File: config.mk
export PLATFORM = sky130hd
export DESIGN_NAME = circular_fifo_queue_top
export DESIGN_NICKNAME = d
export VERILOG_FILES = /design/src/design/cfq_pkg.sv /design/src/design/cfq_ctrl.sv /design/src/design/cfq_datapath.sv /design/src/design/circular_fifo_queue_top.sv
export SDC_FILE = /design/constraint.sdc
export NUM_CORES = 1
export LEC_CHECK = 0
export BUFFER_PORTS_ARGS = -buffer_cell sky130_fd_sc_hd__buf_2
export CORE_ASPECT_RATIO = 0.75
export CORE_UTILIZATION = 40
export DETAILED_ROUTE_END_ITERATION = 10
export PLACE_DENSITY = 0.55
export SYNTH_ARGS = -nofsm -noshare
export SYNTH_HDL_FRONTEND = slang
export SYNTH_SLANG_ARGS = --single-unit
File: constraint.sdc
create_clock -name clk_i -period 8.4 [get_ports clk_i]
set_clock_uncertainty 0.2 [all_clocks]
set_input_delay 1.26 -clock clk_i [delete_from_list [all_inputs] [get_ports clk_i]]
set_output_delay 1.26 -clock clk_i [all_outputs]
set_load 0.01 [all_outputs]
File: src/design/cfq_pkg.sv
`timescale 1ns / 1ps
// Shared types and constants of the circular FIFO queue.
package cfq_pkg;

  localparam int unsigned DEPTH_DEF      = 16;
  localparam int unsigned DATA_WIDTH_DEF = 32;
  localparam int unsigned FIELD_W        = 32;
  localparam int unsigned CMD_W          = 2;
  localparam int unsigned STATUS_W       = 2;

  typedef enum logic [CMD_W-1:0] {
    CMD_ENQ   = 2'd0,
    CMD_DEQ   = 2'd1,
    CMD_FRONT = 2'd2,
    CMD_REAR  = 2'd3
  } cfq_cmd_e;

  typedef enum logic [STATUS_W-1:0] {
    ST_OK        = 2'd0,
    ST_OVERFLOW  = 2'd1,
    ST_UNDERFLOW = 2'd2
  } cfq_status_e;

  typedef enum logic [1:0] {
    S_IDLE = 2'd0,
    S_EXEC = 2'd1,
    S_RESP = 2'd2
  } cfq_state_e;

  // Controller to datapath commands.
  typedef struct packed {
    logic load;
    logic exec;
    logic resp;
  } cfq_ctrl_t;

endpackage

File: src/design/cfq_ctrl.sv
`timescale 1ns / 1ps
// Controller state machine: accept a request, execute it, present the result.
module cfq_ctrl (
  input  logic               clk_i,
  input  logic               rst_ni,
  input  logic               start,
  output logic               busy,
  output cfq_pkg::cfq_ctrl_t ctrl_o
);
  import cfq_pkg::*;

  cfq_state_e state_q, state_d;

  always_ff @(posedge clk_i or negedge rst_ni) begin
    if (!rst_ni) begin
      state_q <= S_IDLE;
    end else begin
      state_q <= state_d;
    end
  end

  always_comb begin
    state_d = state_q;
    ctrl_o  = '0;
    busy    = 1'b1;
    case (state_q)
      S_IDLE: begin
        busy = 1'b0;
        if (start) begin
          ctrl_o.load = 1'b1;
          state_d     = S_EXEC;
        end
      end
      S_EXEC: begin
        ctrl_o.exec = 1'b1;
        state_d     = S_RESP;
      end
      S_RESP: begin
        ctrl_o.resp = 1'b1;
        state_d     = S_IDLE;
      end
      default: begin
        state_d = S_IDLE;
      end
    endcase
  end

endmodule

File: src/design/cfq_datapath.sv
`timescale 1ns / 1ps
// Datapath: slot memory, head and tail pointers, fill count and result registers.
module cfq_datapath #(
  parameter int unsigned DEPTH      = cfq_pkg::DEPTH_DEF,
  parameter int unsigned DATA_WIDTH = cfq_pkg::DATA_WIDTH_DEF,
  localparam int unsigned CntW      = $clog2(DEPTH + 1)
) (
  input  logic                              clk_i,
  input  logic                              rst_ni,
  input  cfq_pkg::cfq_ctrl_t                ctrl_i,
  input  logic [cfq_pkg::CMD_W-1:0]         cmd_i,
  input  logic signed [cfq_pkg::FIELD_W-1:0] data_in_i,
  output logic signed [cfq_pkg::FIELD_W-1:0] data_out_o,
  output logic [cfq_pkg::STATUS_W-1:0]      status_o,
  output logic [CntW-1:0]                   count_o,
  output logic                              is_empty_o,
  output logic                              is_full_o
);
  import cfq_pkg::*;

  localparam int unsigned PtrW = $clog2(DEPTH);
  localparam logic [PtrW-1:0] LastPtr = PtrW'(DEPTH - 1);
  localparam logic [CntW-1:0] FullCnt = CntW'(DEPTH);

  logic [DATA_WIDTH-1:0] mem_q [DEPTH];
  logic [DATA_WIDTH-1:0] rd_q;
  logic [PtrW-1:0]       head_q, head_d, tail_q, tail_d;
  logic [CntW-1:0]       cnt_q, cnt_d;
  cfq_cmd_e              cmd_q;
  logic [DATA_WIDTH-1:0] wdata_q;
  cfq_status_e           st_q, st_d;
  logic                  we;
  logic [PtrW-1:0]       raddr;
  logic [PtrW-1:0]       rear;
  logic                  empty, full;

  assign empty = (cnt_q == '0);
  assign full  = (cnt_q == FullCnt);
  assign rear  = (tail_q == '0) ? LastPtr : tail_q - 1'b1;
  assign raddr = (cmd_q == CMD_REAR) ? rear : head_q;

  always_comb begin
    head_d = head_q;
    tail_d = tail_q;
    cnt_d  = cnt_q;
    st_d   = ST_OK;
    we     = 1'b0;
    case (cmd_q)
      CMD_ENQ: begin
        if (full) begin
          st_d = ST_OVERFLOW;
        end else begin
          we     = 1'b1;
          tail_d = (tail_q == LastPtr) ? '0 : tail_q + 1'b1;
          cnt_d  = cnt_q + 1'b1;
        end
      end
      CMD_DEQ: begin
        if (empty) begin
          st_d = ST_UNDERFLOW;
        end else begin
          head_d = (head_q == LastPtr) ? '0 : head_q + 1'b1;
          cnt_d  = cnt_q - 1'b1;
        end
      end
      default: begin
        if (empty) begin
          st_d = ST_UNDERFLOW;
        end
      end
    endcase
  end

  always_ff @(posedge clk_i or negedge rst_ni) begin
    if (!rst_ni) begin
      head_q <= '0;
      tail_q <= '0;
      cnt_q  <= '0;
    end else if (ctrl_i.exec) begin
      head_q <= head_d;
      tail_q <= tail_d;
      cnt_q  <= cnt_d;
    end
  end

  // Request and result payload; no reset needed.
  always_ff @(posedge clk_i) begin
    if (ctrl_i.load) begin
      cmd_q   <= cfq_cmd_e'(cmd_i);
      wdata_q <= DATA_WIDTH'($unsigned(data_in_i));
    end
    if (ctrl_i.exec) begin
      st_q <= st_d;
    end
  end

  always_ff @(posedge clk_i) begin
    if (ctrl_i.exec && we) begin
      mem_q[tail_q] <= wdata_q;
    end
    if (ctrl_i.exec) begin
      rd_q <= mem_q[raddr];
    end
  end

  always_comb begin
    if (st_q == ST_UNDERFLOW) begin
      data_out_o = FIELD_W'({DATA_WIDTH{1'b1}});
    end else if (cmd_q == CMD_ENQ) begin
      data_out_o = '0;
    end else begin
      data_out_o = FIELD_W'(rd_q);
    end
  end

  assign status_o   = st_q;
  assign count_o    = cnt_q;
  assign is_empty_o = empty;
  assign is_full_o  = full;

endmodule

File: src/design/circular_fifo_queue_top.sv
`timescale 1ns / 1ps
// Top level of the circular FIFO queue.
//
// A request is taken at a rising edge with start high and busy low. It carries
// cmd_i (enqueue, dequeue, peek front, peek rear) and data_in_i, which only an
// enqueue stores. Every request yields exactly one result, shown for one cycle
// with done_o high: data_out_o, status_o (ok, overflow, underflow), count_o and
// the empty and full flags, all taken after the request.
// Sequence: the accepting edge moves the controller from idle to execute, then to
// respond, where done_o is high. busy stays high from that edge until the result
// cycle ends, so no new request is taken until the last result has been shown.
// The cycle after acceptance does the single memory access (write at the tail
// or read at head or rear) and the pointer and count update.
// Enqueue on a full queue stores nothing and reports overflow with data 0;
// dequeue or peek on an empty queue returns all ones and reports underflow.
// Reset empties the queue: pointers and count go to zero, the controller to
// idle. The slot memory is not cleared; only written slots are ever read.
// The receiver cannot stall: a result must be taken in its done_o cycle.
module circular_fifo_queue_top #(
  parameter int unsigned DEPTH      = cfq_pkg::DEPTH_DEF,
  parameter int unsigned DATA_WIDTH = cfq_pkg::DATA_WIDTH_DEF,
  localparam int unsigned CntW      = $clog2(DEPTH + 1)
) (
  input  logic                               clk_i,
  input  logic                               rst_ni,
  input  logic                               start,
  output logic                               busy,
  input  logic [cfq_pkg::CMD_W-1:0]          cmd_i,
  input  logic signed [cfq_pkg::FIELD_W-1:0] data_in_i,
  output logic                               done_o,
  output logic signed [cfq_pkg::FIELD_W-1:0] data_out_o,
  output logic [cfq_pkg::STATUS_W-1:0]       status_o,
  output logic [CntW-1:0]                    count_o,
  output logic                               is_empty_o,
  output logic                               is_full_o
);
  import cfq_pkg::*;

  cfq_ctrl_t ctrl;

  cfq_ctrl u_ctrl (
    .clk_i  (clk_i),
    .rst_ni (rst_ni),
    .start  (start),
    .busy   (busy),
    .ctrl_o (ctrl)
  );

  cfq_datapath #(
    .DEPTH      (DEPTH),
    .DATA_WIDTH (DATA_WIDTH)
  ) u_dp (
    .clk_i      (clk_i),
    .rst_ni     (rst_ni),
    .ctrl_i     (ctrl),
    .cmd_i      (cmd_i),
    .data_in_i  (data_in_i),
    .data_out_o (data_out_o),
    .status_o   (status_o),
    .count_o    (count_o),
    .is_empty_o (is_empty_o),
    .is_full_o  (is_full_o)
  );

  assign done_o = ctrl.resp;

endmodule

==> impl_metrics.ini <==
[run_status]
status = finished, final reports clean

[pwr]
ir_drop_mv = 0.2012
powerDensity_nw_per_um2 = 313.9
p_leak_nw = 9.245
power.total_mw = 8.494

[timing]
relSlewSlack = 0.2908
hold-worst-slack_ns = 0.3448
layout_min_cycle_time_ns = 4.534
fin_ws_ns = 3.866
finalSetupViolCount = 0
setup_tns_ns = 0
drv_slew = 0
worst_slew_pin_slew_ns = 1.064
max_freq_mhz = 220.6
rsz0062_at_grt = false
period_share = 0.5398
hold_viol_final = 0

[yosys]
ys_seq_elements = 595
synth.distinct_cells = 45
synth_top_flop_cell = edfxtp_1
synth-seq-area-share = 0.7429
synth.cell_area_um2 = 23950
syn_nets = 1674
syn_area_per_cell_um2 = 14.72
async_flop_share = 0.02521
syn_inst = 1627
yosys_warnings = 0
synth_edf_count = 580

[cts]
clk_latency_ns = 0.63
path_clk_slew_ns = 0.06
post_cts.repair.setup_buffers = 0
cts-resized-gates = 0
cts_tree = yes
cts_root_buffer = clkbuf_16
cts_sinks = 595
cts_hold_buf = 0
cts_buffers = 57
clock_path_buffers = 3
h-tree-depth = 2

[floorplanning]
dieArea_um2 = 60870
fp.dieW_um = 284.5
initial_core_util = 0.4055
die-height_um = 213.9
core_area_um2 = 59060
rows = 77
pin_count = 80

[drt]
drt-vias-per-instance = 5.841
firstDrtPassIters = 5
drtIter0Drc = 1918
drcViolationCount = 0
ant_nets = 0
num_vias = 14590
wl_um = 65640
wire_per_inst_um = 26.28

[global_routing]
grt_usage = 0.2146
grt_pass1_wl_um = 97090
grt_start_max_net_pins = 193
grt.overflow.total = 0
grt_pass1_vias = 14160
antenna_found_initial = 0

[placed_design]
dp_slack_ns = 3.914
place.port_buffers = 79
place_inst = 2394
placed_area_um2 = 25280
place.gp.congestion = 0.7915
place_hpwl_um = 31480

[run]
maxCapViolCount = 0

[critical_path]
startpoint_type = flip-flop
r2r-start = u_dp.tail_q[0]
arrival_ns = 4.76
crit_required_ns = 8.63
r2r_slack_ns = 3.87
r2r-end = u_dp.rd_q[24]
worstSetupEndpointType = flip-flop
crit_type = flip-flop to flip-flop
crit_fanout = 79
reg2reg_depth = 8

[worst_hold_path]
worstHoldPathType = input port to async pin

[final_layout]
n_fill_cell = 5221
final_cell_mix = edfxtp_1 (580), nand2_1 (143), nand3_1 (131)
synthToLayoutAreaGrowth_pct = 12.99
drive_gt1_frac = 0.1341
num_antenna_cells = 0
final_cell_area_um2 = 27060
instances_no_fill = 2498
final_nets = 1710
fin_util = 0.4582
layout_commonest_cell = edfxtp_1
-- how the worst max path moves through the flow --
stage          cells past startpoint  slack, ns               end           start
2_1_floorplan                      6       3.97  u_dp.mem_q[3][0]   u_dp.cmd_q[1]
3_3_place_gp                       8       4.00     u_dp.rd_q[28]  u_dp.tail_q[0]
3_5_place_dp                       8       3.91     u_dp.rd_q[16]  u_dp.tail_q[0]
4_1_cts                            8       3.89     u_dp.rd_q[16]  u_dp.tail_q[0]
5_1_grt                            8       3.58     u_dp.rd_q[17]  u_dp.tail_q[0]
6_report                           8       3.87     u_dp.rd_q[24]  u_dp.tail_q[0]
-- cells in the mapped netlist, drive strengths merged (4+ instances only) --
| library cell | n | share of area |
|---|---|---|
| inv | 11 | 0.0017 |
| nand2 | 144 | 0.023 |
| a211o | 65 | 0.024 |
| nand2b | 5 | 0.0013 |
| dfrtp | 15 | 0.016 |
| a21o | 35 | 0.011 |
| a211oi | 67 | 0.021 |
| nor3 | 6 | 0.0013 |
| a311oi | 32 | 0.012 |
| xnor2 | 4 | 0.0015 |
| nor2 | 18 | 0.0029 |
| o21ai | 73 | 0.015 |
| nand3 | 132 | 0.028 |
| a21oi | 70 | 0.015 |
| ha | 9 | 0.0047 |
| a311o | 64 | 0.027 |
| buf | 42 | 0.0096 |
| clkbuf | 97 | 0.015 |
| and3 | 131 | 0.034 |
| edfxtp | 580 | 0.73 |
-- flip-flops by register name (all words and copies together) (netlist names) --
register / cells
u_dp.count_o: 5
u_dp.rd_q: 32
u_dp.tail_q: 4
u_dp.cmd_q: 2
u_dp.head_q: 4
u_dp.status_o: 2
u_dp.mem_q: 512
u_dp.wdata_q: 32
u_ctrl.state_q: 2
-- cells by family (layout without fill, tap and decap cells) --
family | after synthesis | in the layout | synth area share
mux | 2 | 2 | 0.0009403
compound gates | 415 | 415 | 0.1283
xor+xnor | 7 | 7 | 0.002560
fa+ha+maj | 10 | 10 | 0.005538
simple gates | 448 | 448 | 0.09326
buf+inv | 150 | 231 | 0.02649
flops | 595 | 595 | 0.7429
-- critical path, stage by stage, from the launching register on --
cell and delay (ns):
dfrtp_1 0.52, inv_1 0.18, ha_1 0.39, nand3_4 0.42, nand2_4 0.95, buf_4 0.69
a211oi_1 0.18, a311o_1 0.38, a311oi_1 0.31
-- layout make-up --
| cell class | instances | area [um^2] | area share |
|---|---|---|---|
| Clock inverter | 31 | 267.8 | 0.009895 |
| Multi-Input combinational cell | 882 | 5777 | 0.2135 |
| Inverter | 11 | 41.29 | 0.001526 |
| Tap cell | 790 | 988.4 | 0.03653 |
| Sequential cell | 595 | 17790 | 0.6575 |
| Timing Repair Buffer | 116 | 685.7 | 0.02534 |
| Clock buffer | 73 | 1508 | 0.05572 |
-- per-layer routing --
layer / GRT usage / vias up / part of all wire
met5: 0 / - / 0
li1: - / 6501 / -
met3: 0.02857 / 95 / 0.066
met4: 0.05233 / 0 / 0.018
met2: 0.3229 / 551 / 0.45
met1: 0.3284 / 7443 / 0.47
-- power by group --
part	total, mW	leakage (nW)	internal [mW]	switching (mW)
Clock	2.50	0.861	1.39	1.11
Combinational	2.39	2.95	0.803	1.59
Sequential	3.61	5.43	3.46	0.143
Total	8.49	9.25	5.65	2.84
Note: power is estimated with default switching activity, not from simulation.
